==> src/rtl/core/ilid_pkg.sv <==
// ilid_pkg: command codes, status codes and sequencer state type for the indexed list core
// no dependencies; used by indexed_list_insert_delete_core
`default_nettype none

package ilid_pkg;

   localparam logic [2:0] CMD_APPEND = 3'd0;
   localparam logic [2:0] CMD_INSERT = 3'd1;
   localparam logic [2:0] CMD_DELETE = 3'd2;
   localparam logic [2:0] CMD_READ   = 3'd3;
   localparam logic [2:0] CMD_EDIT   = 3'd4;

   localparam logic [1:0] STATUS_OK        = 2'd0;
   localparam logic [1:0] STATUS_BAD_INDEX = 2'd1;
   localparam logic [1:0] STATUS_FULL      = 2'd2;

   localparam int unsigned RSP_WORD_BITS = 32;
   localparam int unsigned POS_BITS      = 7;
   localparam int unsigned CNT_OUT_BITS  = 7;

   typedef enum logic [4:0] {
      ST_IDLE       = 5'b00001,
      ST_SHIFT_UP   = 5'b00010,
      ST_SHIFT_DOWN = 5'b00100,
      ST_PLACE      = 5'b01000,
      ST_DONE       = 5'b10000
   } state_type;

endpackage

`default_nettype wire

==> src/rtl/core/ilid_ram.sv <==
// ilid_ram: generic simple dual port RAM, one write port and one registered read port
// no dependencies
`default_nettype none

module ilid_ram #(
   parameter int unsigned WIDTH = 32,
   parameter int unsigned DEPTH = 64
) (
   input  wire logic                     clock,
   input  wire logic                     wr_en,
   input  wire logic [$clog2(DEPTH)-1:0] wr_addr,
   input  wire logic [WIDTH-1:0]         wr_data,
   input  wire logic                     rd_en,
   input  wire logic [$clog2(DEPTH)-1:0] rd_addr,
   output logic      [WIDTH-1:0]         rd_data
);

   logic [WIDTH-1:0] mem_ff [DEPTH];

   always_ff @(posedge clock) begin
      if (wr_en) begin
         mem_ff[wr_addr] <= wr_data;
      end
      if (rd_en) begin
         rd_data <= mem_ff[rd_addr];
      end
   end

endmodule

`default_nettype wire

==> src/rtl/core/indexed_list_insert_delete_core.sv <==
// indexed_list_insert_delete_core: ordered list in a RAM with append, insert, delete, read, edit
// depends on ilid_pkg and ilid_ram
//
//   channel | direction | ports                                            | handshake
//   req     | in        | req_command, req_position, req_value             | req_valid/req_ready
//   rsp     | out       | rsp_read_word, rsp_status, rsp_element_count     | rsp_valid/rsp_ready
//
// append, read, edit, tail insert, delete of the last element, rejected commands: straight from
// accept to the done state; other inserts run SHIFT_UP then PLACE, other deletes run SHIFT_DOWN,
// one element moved per cycle through the single RAM read port and write port
// req_ready is high only while the sequencer is idle; a waiting result does not block it
// a stalled result holds the sequencer in its last state until the output register frees
// synchronous active-high reset clears count, state and output valid; RAM is not cleared
`default_nettype none

module indexed_list_insert_delete_core #(
   parameter int unsigned DEPTH      = 64,
   parameter int unsigned WORD_WIDTH = 32
) (
   input  wire logic               clock,
   input  wire logic               reset,
   input  wire logic               req_valid,
   output logic                    req_ready,
   input  wire logic [2:0]         req_command,
   input  wire logic [6:0]         req_position,
   input  wire logic signed [31:0] req_value,
   output logic                    rsp_valid,
   input  wire logic               rsp_ready,
   output logic signed [31:0]      rsp_read_word,
   output logic [1:0]              rsp_status,
   output logic [6:0]              rsp_element_count
);

   localparam int unsigned ADDR_W  = $clog2(DEPTH);
   localparam int unsigned COUNT_W = $clog2(DEPTH + 1);
   localparam int unsigned CMP_W   = (COUNT_W > ilid_pkg::POS_BITS) ? COUNT_W
                                                                    : ilid_pkg::POS_BITS;

   ilid_pkg::state_type state_ff, state_in;
   logic [COUNT_W-1:0]    count_ff, count_in;
   logic [ADDR_W-1:0]     idx_ff, idx_in;
   logic [ADDR_W-1:0]     pos_ff, pos_in;
   logic [WORD_WIDTH-1:0] value_ff, value_in;
   logic [1:0]            status_ff, status_in;
   logic                  rd_ok_ff, rd_ok_in;
   logic                  rd_bad_ff, rd_bad_in;

   logic                  rsp_valid_ff, rsp_valid_in;
   logic signed [31:0]    rsp_word_ff, rsp_word_in;
   logic [1:0]            rsp_status_ff, rsp_status_in;
   logic [6:0]            rsp_count_ff, rsp_count_in;

   logic                  ram_wr_en;
   logic [ADDR_W-1:0]     ram_wr_addr;
   logic [WORD_WIDTH-1:0] ram_wr_data;
   logic                  ram_rd_en;
   logic [ADDR_W-1:0]     ram_rd_addr;
   logic [WORD_WIDTH-1:0] ram_rd_data;

   logic                  req_fire;
   logic [CMP_W-1:0]      pos_ext, cnt_ext;
   logic                  pos_gt_cnt, pos_ge_cnt, is_full, pos_is_last;
   logic [WORD_WIDTH-1:0] req_word;
   logic [ADDR_W-1:0]     last_addr, req_addr;

   ilid_ram #(
      .WIDTH (WORD_WIDTH),
      .DEPTH (DEPTH)
   ) u_store (
      .clock   (clock),
      .wr_en   (ram_wr_en),
      .wr_addr (ram_wr_addr),
      .wr_data (ram_wr_data),
      .rd_en   (ram_rd_en),
      .rd_addr (ram_rd_addr),
      .rd_data (ram_rd_data)
   );

   assign req_ready = (state_ff == ilid_pkg::ST_IDLE);
   assign req_fire  = req_valid && req_ready;

   assign pos_ext     = CMP_W'(req_position);
   assign cnt_ext     = CMP_W'(count_ff);
   assign pos_gt_cnt  = pos_ext > cnt_ext;
   assign pos_ge_cnt  = pos_ext >= cnt_ext;
   assign is_full     = count_ff == COUNT_W'(DEPTH);
   assign req_word    = WORD_WIDTH'($unsigned(req_value));
   assign last_addr   = ADDR_W'(count_ff - 1'b1);
   assign req_addr    = ADDR_W'(req_position);
   assign pos_is_last = pos_ext == CMP_W'(count_ff - 1'b1);

   always_comb begin
      state_in    = state_ff;
      count_in    = count_ff;
      idx_in      = idx_ff;
      pos_in      = pos_ff;
      value_in    = value_ff;
      status_in   = status_ff;
      rd_ok_in    = rd_ok_ff;
      rd_bad_in   = rd_bad_ff;
      ram_wr_en   = 1'b0;
      ram_wr_addr = idx_ff;
      ram_wr_data = ram_rd_data;
      ram_rd_en   = 1'b0;
      ram_rd_addr = idx_ff;

      rsp_valid_in  = rsp_valid_ff && !rsp_ready;
      rsp_word_in   = rsp_word_ff;
      rsp_status_in = rsp_status_ff;
      rsp_count_in  = rsp_count_ff;

      case (state_ff)
         ilid_pkg::ST_IDLE: begin
            if (req_fire) begin
               state_in  = ilid_pkg::ST_DONE;
               status_in = ilid_pkg::STATUS_OK;
               rd_ok_in  = 1'b0;
               rd_bad_in = 1'b0;
               pos_in    = req_addr;
               value_in  = req_word;
               case (req_command)
                  ilid_pkg::CMD_APPEND: begin
                     if (is_full) begin
                        status_in = ilid_pkg::STATUS_FULL;
                     end else begin
                        ram_wr_en   = 1'b1;
                        ram_wr_addr = ADDR_W'(count_ff);
                        ram_wr_data = req_word;
                        count_in    = COUNT_W'(count_ff + 1'b1);
                     end
                  end
                  ilid_pkg::CMD_INSERT: begin
                     if (pos_gt_cnt) begin
                        status_in = ilid_pkg::STATUS_BAD_INDEX;
                     end else if (is_full) begin
                        status_in = ilid_pkg::STATUS_FULL;
                     end else if (pos_ge_cnt) begin
                        ram_wr_en   = 1'b1;
                        ram_wr_addr = req_addr;
                        ram_wr_data = req_word;
                        count_in    = COUNT_W'(count_ff + 1'b1);
                     end else begin
                        ram_rd_en   = 1'b1;
                        ram_rd_addr = last_addr;
                        idx_in      = last_addr;
                        state_in    = ilid_pkg::ST_SHIFT_UP;
                     end
                  end
                  ilid_pkg::CMD_DELETE: begin
                     if (pos_ge_cnt) begin
                        status_in = ilid_pkg::STATUS_BAD_INDEX;
                     end else if (pos_is_last) begin
                        count_in = COUNT_W'(count_ff - 1'b1);
                     end else begin
                        ram_rd_en   = 1'b1;
                        ram_rd_addr = ADDR_W'(req_addr + 1'b1);
                        idx_in      = ADDR_W'(req_addr + 1'b1);
                        state_in    = ilid_pkg::ST_SHIFT_DOWN;
                     end
                  end
                  ilid_pkg::CMD_READ: begin
                     if (pos_ge_cnt) begin
                        status_in = ilid_pkg::STATUS_BAD_INDEX;
                        rd_bad_in = 1'b1;
                     end else begin
                        ram_rd_en   = 1'b1;
                        ram_rd_addr = req_addr;
                        rd_ok_in    = 1'b1;
                     end
                  end
                  ilid_pkg::CMD_EDIT: begin
                     if (pos_ge_cnt) begin
                        status_in = ilid_pkg::STATUS_BAD_INDEX;
                     end else begin
                        ram_wr_en   = 1'b1;
                        ram_wr_addr = req_addr;
                        ram_wr_data = req_word;
                     end
                  end
                  default: begin
                     status_in = ilid_pkg::STATUS_OK;
                  end
               endcase
            end
         end
         ilid_pkg::ST_SHIFT_UP: begin
            // data of idx_ff arrived; move it up one place
            ram_wr_en   = 1'b1;
            ram_wr_addr = ADDR_W'(idx_ff + 1'b1);
            ram_wr_data = ram_rd_data;
            if (idx_ff == pos_ff) begin
               state_in = ilid_pkg::ST_PLACE;
            end else begin
               ram_rd_en   = 1'b1;
               ram_rd_addr = ADDR_W'(idx_ff - 1'b1);
               idx_in      = ADDR_W'(idx_ff - 1'b1);
            end
         end
         ilid_pkg::ST_PLACE: begin
            ram_wr_en   = 1'b1;
            ram_wr_addr = pos_ff;
            ram_wr_data = value_ff;
            count_in    = COUNT_W'(count_ff + 1'b1);
            state_in    = ilid_pkg::ST_DONE;
         end
         ilid_pkg::ST_SHIFT_DOWN: begin
            // data of idx_ff arrived; move it down one place
            ram_wr_en   = 1'b1;
            ram_wr_addr = ADDR_W'(idx_ff - 1'b1);
            ram_wr_data = ram_rd_data;
            if (idx_ff == last_addr) begin
               count_in = COUNT_W'(count_ff - 1'b1);
               state_in = ilid_pkg::ST_DONE;
            end else begin
               ram_rd_en   = 1'b1;
               ram_rd_addr = ADDR_W'(idx_ff + 1'b1);
               idx_in      = ADDR_W'(idx_ff + 1'b1);
            end
         end
         ilid_pkg::ST_DONE: begin
            if (!rsp_valid_ff || rsp_ready) begin
               rsp_valid_in  = 1'b1;
               rsp_status_in = status_ff;
               rsp_count_in  = ilid_pkg::CNT_OUT_BITS'(count_ff);
               if (rd_ok_ff) begin
                  rsp_word_in = ilid_pkg::RSP_WORD_BITS'(ram_rd_data);
               end else if (rd_bad_ff) begin
                  rsp_word_in = ilid_pkg::RSP_WORD_BITS'({WORD_WIDTH{1'b1}});
               end else begin
                  rsp_word_in = '0;
               end
               state_in = ilid_pkg::ST_IDLE;
            end
         end
         default: begin
            state_in = ilid_pkg::ST_IDLE;
         end
      endcase
   end

   always_ff @(posedge clock) begin
      if (reset) begin
         state_ff     <= ilid_pkg::ST_IDLE;
         count_ff     <= '0;
         rsp_valid_ff <= 1'b0;
      end else begin
         state_ff     <= state_in;
         count_ff     <= count_in;
         rsp_valid_ff <= rsp_valid_in;
      end
   end

   always_ff @(posedge clock) begin
      idx_ff        <= idx_in;
      pos_ff        <= pos_in;
      value_ff      <= value_in;
      status_ff     <= status_in;
      rd_ok_ff      <= rd_ok_in;
      rd_bad_ff     <= rd_bad_in;
      rsp_word_ff   <= rsp_word_in;
      rsp_status_ff <= rsp_status_in;
      rsp_count_ff  <= rsp_count_in;
   end

   assign rsp_valid         = rsp_valid_ff;
   assign rsp_read_word     = rsp_word_ff;
   assign rsp_status        = rsp_status_ff;
   assign rsp_element_count = rsp_count_ff;

   // count stays within the store
   a_count_bound: assert property (@(posedge clock) disable iff (reset)
      count_ff <= COUNT_W'(DEPTH))
      else $error("element count above depth");

   // count moves by at most one per transaction
   a_count_step: assert property (@(posedge clock) disable iff (reset)
      (count_ff != $past(count_ff)) && !$past(reset) |->
         (count_ff == COUNT_W'($past(count_ff) + 1'b1)) ||
         (count_ff == COUNT_W'($past(count_ff) - 1'b1)))
      else $error("element count jumped");

   // upward shift never passes the insert position
   a_shift_up_range: assert property (@(posedge clock) disable iff (reset)
      state_ff == ilid_pkg::ST_SHIFT_UP |-> idx_ff >= pos_ff && idx_ff < last_addr + 1'b1)
      else $error("upward shift index out of range");

   // downward shift stays inside the stored elements
   a_shift_down_range: assert property (@(posedge clock) disable iff (reset)
      state_ff == ilid_pkg::ST_SHIFT_DOWN |-> COUNT_W'(idx_ff) < count_ff && idx_ff > pos_ff)
      else $error("downward shift index out of range");

   // a new result is loaded only from the done state
   a_rsp_load: assert property (@(posedge clock) disable iff (reset)
      $rose(rsp_valid_ff) |-> $past(state_ff) == ilid_pkg::ST_DONE)
      else $error("result raised outside done state");

endmodule

`default_nettype wire

==> config.mk <==
export PLATFORM = sky130hd
export DESIGN_NAME = indexed_list_insert_delete_core
export DESIGN_NICKNAME = d
export VERILOG_FILES = /design/src/rtl/core/ilid_pkg.sv /design/src/rtl/core/ilid_ram.sv /design/src/rtl/core/indexed_list_insert_delete_core.sv
export SDC_FILE = /design/constraint.sdc
export NUM_CORES = 2
export LEC_CHECK = 0
export ABC_AREA = 1
export BUFFER_PORTS_ARGS = -buffer_cell sky130_fd_sc_hd__buf_2
export CORE_MARGIN = 4
export CORE_UTILIZATION = 50
export CTS_CLUSTER_SIZE = 28
export DETAILED_ROUTE_END_ITERATION = 6
export PLACE_DENSITY_LB_ADDON = 0.12
export SLEW_MARGIN = 0
export SYNTH_ARGS = -nofsm -noshare
export SYNTH_HDL_FRONTEND = slang
export SYNTH_SLANG_ARGS = --single-unit
==> constraint.sdc <==
create_clock -name clock -period 5.05 [get_ports clock]
set_clock_uncertainty 0.1 [all_clocks]
set_input_delay 1.01 -clock clock [delete_from_list [all_inputs] [get_ports clock]]
set_output_delay 1.01 -clock clock [all_outputs]
set_load 0.1 [all_outputs]
### Word-level counts from Yosys, hierarchy flattened

Memory sizes are Yosys's and may differ from the RTL's. A register that Yosys moved wholly into a read port is not among the register bits.
Cells that the tools add are included.

| storage, ports and cells | value |
|---|---|
| memories kept | 1 |
| logic and storage cells | 137 |
| flip-flop bits (word level) | 102 |
| RAM bits | 2048 |

| operators by class | value |
|---|---|
| mux-type cells | 77 |
| eq/ne operators | 25 |
| reductions and logical operators | 15 |
| $lt $le $gt $ge | 2 |
| add/sub/neg operators | 5 |

Memories:

| name | words | bits a word | rd ports | clocked after memory_dff | wr ports | line | source |
|---|---|---|---|---|---|---|---|
| u_store.mem_ff | 64 | 32 | 1 | 1 | 1 | ilid_ram.sv:18 | `logic [WIDTH-1:0] mem_ff [DEPTH];` |

Operator list:

| cell | count |
|---|---|
| $mux W32 | 8 |
| $pmux W32 S3 | 1 |
| $mux W6 | 15 |
| $pmux W6 S3 | 4 |
| $pmux W32 S2 | 1 |
| $mux W7 | 8 |
| $mux W5 | 9 |
| $pmux W7 S3 | 2 |
| $pmux W5 S5 | 1 |
| $pmux W6 S4 | 1 |
| $mux W1 | 18 |
| $ne A3 B3 Y1 const B | 6 |
| $add A6 B1 Y6 const B | 2 |
| $eq A6 B6 Y1 | 2 |
| $pmux W6 S2 | 1 |
| $pmux W5 S2 | 1 |
| $reduce_and A10 Y1 | 1 |
| $pmux W1 S3 | 3 |
| $add A7 B1 Y7 const B | 1 |
| $eq A7 B7 Y1 | 1 |
| $eq A7 B7 Y1 const B | 1 |
| $ge A7 B7 Y1 | 1 |
| $gt A7 B7 Y1 | 1 |
| $sub A7 B1 Y7 const B | 1 |
| other kinds (25) | 34 |

### Longest topological paths before layout

| depth | value |
|---|---|
| depth in word-level cells | 9 |
| gate-level depth with buffers | 27 |

### Hierarchy

From an unflattened synthesis, not the netlist that was laid out.

| unflattened totals | value |
|---|---|
| cell total of the unflattened synthesis | 7640 |
| area, all modules | 89849.9 µm² |

Modules (own cells, without submodules):

| module | cells an instance | instances | area an instance (µm²) |
|---|---|---|---|
| ilid_ram | 6785 | 1 | 83106.0 |
| indexed_list_insert_delete_core | 855 | 1 | 6744.0 |

### Worst setup path before layout

OpenSTA, ideal clock, no wires.

| path | value |
|---|---|
| kind | input to register |
| from | input req_valid |
| to | memory u_store.mem_ff[0][0], enable pin |
| path slack | -0.287 ns |
| required time | 4.529 ns |
| arrival | 4.816 ns |
| library setup time | 0.421 ns |
| cell stages on the path | 16 |
| buffers on the path | 0 |
| path through | nand2_1 inv_1 nand2_1 nor3_1 o21ai_0 inv_1 nand2_1 inv_1 o21ai_0 nand2_1 o2111ai_1 o21ai_0 nand2_1 nor2_1 nand2_1 nor2_1 |

| on the way | value |
|---|---|
| cells in the longest elaborated chain, start to end | 5 |
| elaborated cells on any way between the ends | 7 |
| those cells by class | mux: 6; reduce/logical: 1 |

Ends and longest elaborated chain:

| item | line | source |
|---|---|---|
| from (decl) | indexed_list_insert_delete_core.sv:22 | `input wire logic req_valid,` |
| $logic_and A1 B1 Y1 (*) | indexed_list_insert_delete_core.sv:80 | `assign req_fire = req_valid && req_ready;` |
| $mux W1 | indexed_list_insert_delete_core.sv:114 | `if (req_fire) begin` |
| $pmux W1 S2 | indexed_list_insert_delete_core.sv:112 | `case (state_ff)` |
| $mux W1 | ilid_ram.sv:21 | `if (wr_en) begin` |
| $mux W1 (implied by the code) | ilid_ram.sv:22 | `mem_ff[wr_addr] <= wr_data;` |
| to (decl) | ilid_ram.sv:18 |  |

Every way passes the cells marked *; elsewhere a longest branch is shown, timed or not.

### Worst setup path after layout

| path | value |
|---|---|
| from | register count_ff[0] (netlist: cnt_ext[0]) |
| to | register u_store.rd_data[24] (read register of u_store.mem_ff) (data pin) |

| on the way | value |
|---|---|
| cells in the longest elaborated chain, start to end | 7 |
| elaborated cells on any way between the ends | 25 |
| those cells by class | add/sub: 1; order compare: 2; eq/ne: 3; mux: 19 |

Ends and longest elaborated chain:

| item | line | source |
|---|---|---|
| from (decl) | indexed_list_insert_delete_core.sv:40 | `logic [COUNT_W-1:0] count_ff, count_in;` |
| from (signal assigned) | indexed_list_insert_delete_core.sv:248 | `count_ff <= count_in;` |
| $sub A7 B1 Y7 or $ge A7 B7 Y1 (tied branches) | indexed_list_insert_delete_core.sv:90, indexed_list_insert_delete_core.sv:85 |  |
| $eq A7 B7 Y1, or another cell as far along | indexed_list_insert_delete_core.sv:90 | `assign pos_is_last = pos_ext == CMP_W'(count_ff - 1'b1);` |
| $mux W6, or another cell as far along | indexed_list_insert_delete_core.sv:152 | `end else if (pos_is_last) begin` |
| $mux W6, or another cell as far along | -- |  |
| $pmux W6 S3 or $pmux W1 S3 (tied branches) | indexed_list_insert_delete_core.sv:121 | `case (req_command)` |
| $mux W6 or $mux W1 (tied branches) | indexed_list_insert_delete_core.sv:114 |  |
| $pmux W6 S3 or $pmux W1 S3 (tied branches) | indexed_list_insert_delete_core.sv:112 |  |
| to (decl) | ilid_ram.sv:15 | `output logic [WIDTH-1:0] rd_data` |

Several ways; a longest one is shown, not always the timed one.
A chain may end at the register's enable or synchronous reset.

==> results.yml <==
worst_setup_path:
  cp.required_ns: 5.58
  ff2ff_path_depth: 24
  regToRegSetupSlack_ns: 0.27
  reg2reg_from: "cnt_ext[0]"
  r2r_end: "u_store.rd_data[24]"
  path_class: "register to register"
  worstPathMaxFanout: 84
  cpPeakStageDelay_ns: 0.36
  cpMostUsedCell: "nand3_1"
  critPathSlowestCell: "buf_12"
  crit_family: "simple AND/OR/NAND/NOR gates"
  worstPathCellList: "buf_4, inv_2, ha_1, nand2_2, o21ai_2, nand2_1, nand2_1, nand3_1, nor2_2, nand2_2, nand3_1, nand2_2, nor2_4, buf_12, buf_12, buf_4, nand4_1, nand3_1, nand3_1, nand3_1, nand3_1, nand3_1, buf_4, nand2_1"
  path_buf_inv: 6
  end_kind: "register"
  arrival_ns: 5.32
  startpoint_type: "register"
logic_synthesis:
  netlist_top_cells_count: "edfxtp_1, inv_1, nand3_1"
  synth_most_common_cell: "edfxtp_1"
  synth-seq-area-share_pct: 65.3
  syn_area_per_cell_um2: 10.3
  yosysTopAreaCellShare_pct: 65.1
  yosysTopAreaCell: "edfxtp_1"
  syn_nets: 9806
  synthDistinctLibCells: 50
  synth_ff_type: "edfxtp_1"
  synthTopCellsByArea: "edfxtp_1, nand3_1, inv_1"
  syn_area_um2: 100000
  async_reset_ff_share_pct: 0
  ys_ff_latch: 2182
  syn_inst: 9747
  yosysWarnings: 0
  synth_edf_count: 2169
die:
  std_cell_rows: 163
  die_x_um: 455
  dieArea_um2: 207000
  io_pins: 89
  initial_utilization_pct: 50.5
  coreArea_um2: 198000
  die_h_um: 455
routing:
  drt_first_pass_iters: 6
  via_per_inst: 5.85
  drtIter0Drc: 9335
  wire_per_inst_um: 24.4
  vias: 75000
  ant_nets: 0
  drt_wl_total_mm: 312
  drcViolationCount: 0
sta:
  hold_ws_ns: 0.230
  max_freq_mhz: 209
  min_period_ns: 4.78
  final_hold_viol_count: 0
  worst_pin_slew_ns: 0.912
  rsz0062_at_grt: "no"
  timing.final.max_slew_violations: 0
  relSlewSlack_pct: 39.2
  setup_viol: 0
  fin_crit_sh_pct: 94.7
global_route:
  grt_pass1_vias: 70900
  grt_first_pass_wirelength_mm: 465
  grt_use_total_pct: 29.4
  gr-usage-met1_pct: 42.3
  grt_overflow_total: 0
  grt_util_met2_pct: 45.5
  grt_max_degree: 141
  antenna_found_initial: 7
  grt_use_met3_pct: 5.17
  grt.busiest_layer: "met2"
run:
  maxCapViolCount: 0
cts:
  path_clk_slew_ns: 0.06
  postCtsHoldBufs: 0
  clk_latency_ns: 0.87
  clkSinkCount: 2182
  htree_num_levels: 4
  cts_root_buf: "clkbuf_16"
  clk_path_buf_depth: 3
  numCtsBuffers: 228
  cts_tree: "yes"
placed_design:
  dp_hpwl_mm: 187
  numPortBuffers: 88
  place_congestion: 0.927
pwr:
  p_per_area_nw_per_um2: 648
  cellLeakagePower_nw: 48.4
  ir_drop_mv: 0.481
worst_hold_path:
  min_path_cells: 1
  min_path_type: "input port to register"
  hold_end: "value_ff[16]"
  worstHoldStart: "req_value[16]"
layout:
  final_util_pct: 58.9
  layout-drive-gt1-share_pct: 11.2
  syn_to_final_growth_pct: 16.6
  fin_nets: 10000
run_status:
  status: "complete, no violations"
==> worst max-delay path by stage <==
| stage | from | cells after the start | slack (ns) | to |
|---|---|---|---|---|
| floorplan | req_valid | 16 | -0.29 | u_store.mem_ff[0][0] |
| CTS | cnt_ext[0] | 23 | 0.22 | u_store.rd_data[3] |
| detailed placement | req_position[6] | 21 | -0.13 | u_store.rd_data[2] |
| global route | cnt_ext[0] | 24 | 0.04 | u_store.rd_data[24] |
| global placement | req_command[2] | 17 | -0.12 | u_store.mem_ff[58][21] |
| finish | cnt_ext[0] | 24 | 0.27 | u_store.rd_data[24] |
==> layer usage <==
layer	up-vias	part of all wire (%)	wire [um]
li1	33800	-	-
met1	36700	42	131000
met2	3882	45	142000
met3	601	9.6	29800
met4	0	3.3	10300
met5	-	0	0
==> through the flow <==
stage / setup TNS (ns) / total power [W] / worst slack, ns / cell area [um2] / std cells
2_1_floorplan: -438.94 / 0.0435 / -0.287 / 100000 / 9747
3_3_place_gp: -34.05 / 0.0590 / -0.122 / 110000 / 12400
3_5_place_dp: -0.325 / 0.0593 / -0.126 / 110000 / 12400
4_1_cts: 0 / 0.0755 / 0.220 / 117000 / 12800
5_1_grt: 0 / 0.0794 / 0.0407 / 117000 / 12800
6_report: 0 / 0.0756 / 0.265 / 117000 / 12800
==> what timing repair did <==
action                     in CTS  in global routing
setup endpoints to repair       0                 11
buffers inserted                0                  1
resized for setup               0                  4
==> flip-flops by register name, indices dropped and copies added (netlist names) <==
name               count
cnt_ext                7
idx_ff                 6
pos_ff                 6
rd_bad_ff              1
rd_ok_ff               1
rsp_element_count      7
rsp_read_word         32
rsp_status             2
rsp_valid              1
state_ff               5
status_ff              2
u_store.mem_ff      2048
u_store.rd_data       32
value_ff              32
==> power by group <==
| part | switching [W] | internal, W | total (W) |
|---|---|---|---|
| clock | 0.00714 | 0.00904 | 0.0162 |
| sequential | 0.000175 | 0.0227 | 0.0228 |
| combinational | 0.0251 | 0.0115 | 0.0366 |
==> area by class of cell <==
type,count,area [um2]
Inverter,2113,7940
Clock buffer,282,5930
Multi-Input combinational cell,4759,24600
Sequential cell,2182,65400
Fill cell,16500,81500
Tap cell,2640,3300
Timing Repair Buffer,691,8400
Antenna cell,4,10.0
Clock inverter,136,1210
==> cell usage in the layout (no fill, tap or decap), drive strengths merged, types with 14 or more instances in the layout <==
cell       n
edfxtp  2169
inv     2117
nand3   1969
nand2   1326
nand4    972
buf      691
clkbuf   282
o21ai    199
nor2     132
clkinv   111
a21oi     31
a22oi     30
nor3      18
bufinv    14
==> logic make-up after synthesis <==
family	synth area share, %
AND/OR/NAND/NOR	21.6
buffers and inverters	11.0
flip-flops	65.3
AO/OA/AOI/OAI	1.74
XOR/XNOR	0.131
adder cells (fa/ha/maj)	0.162
Note: power is estimated with default switching activity, not from simulation.
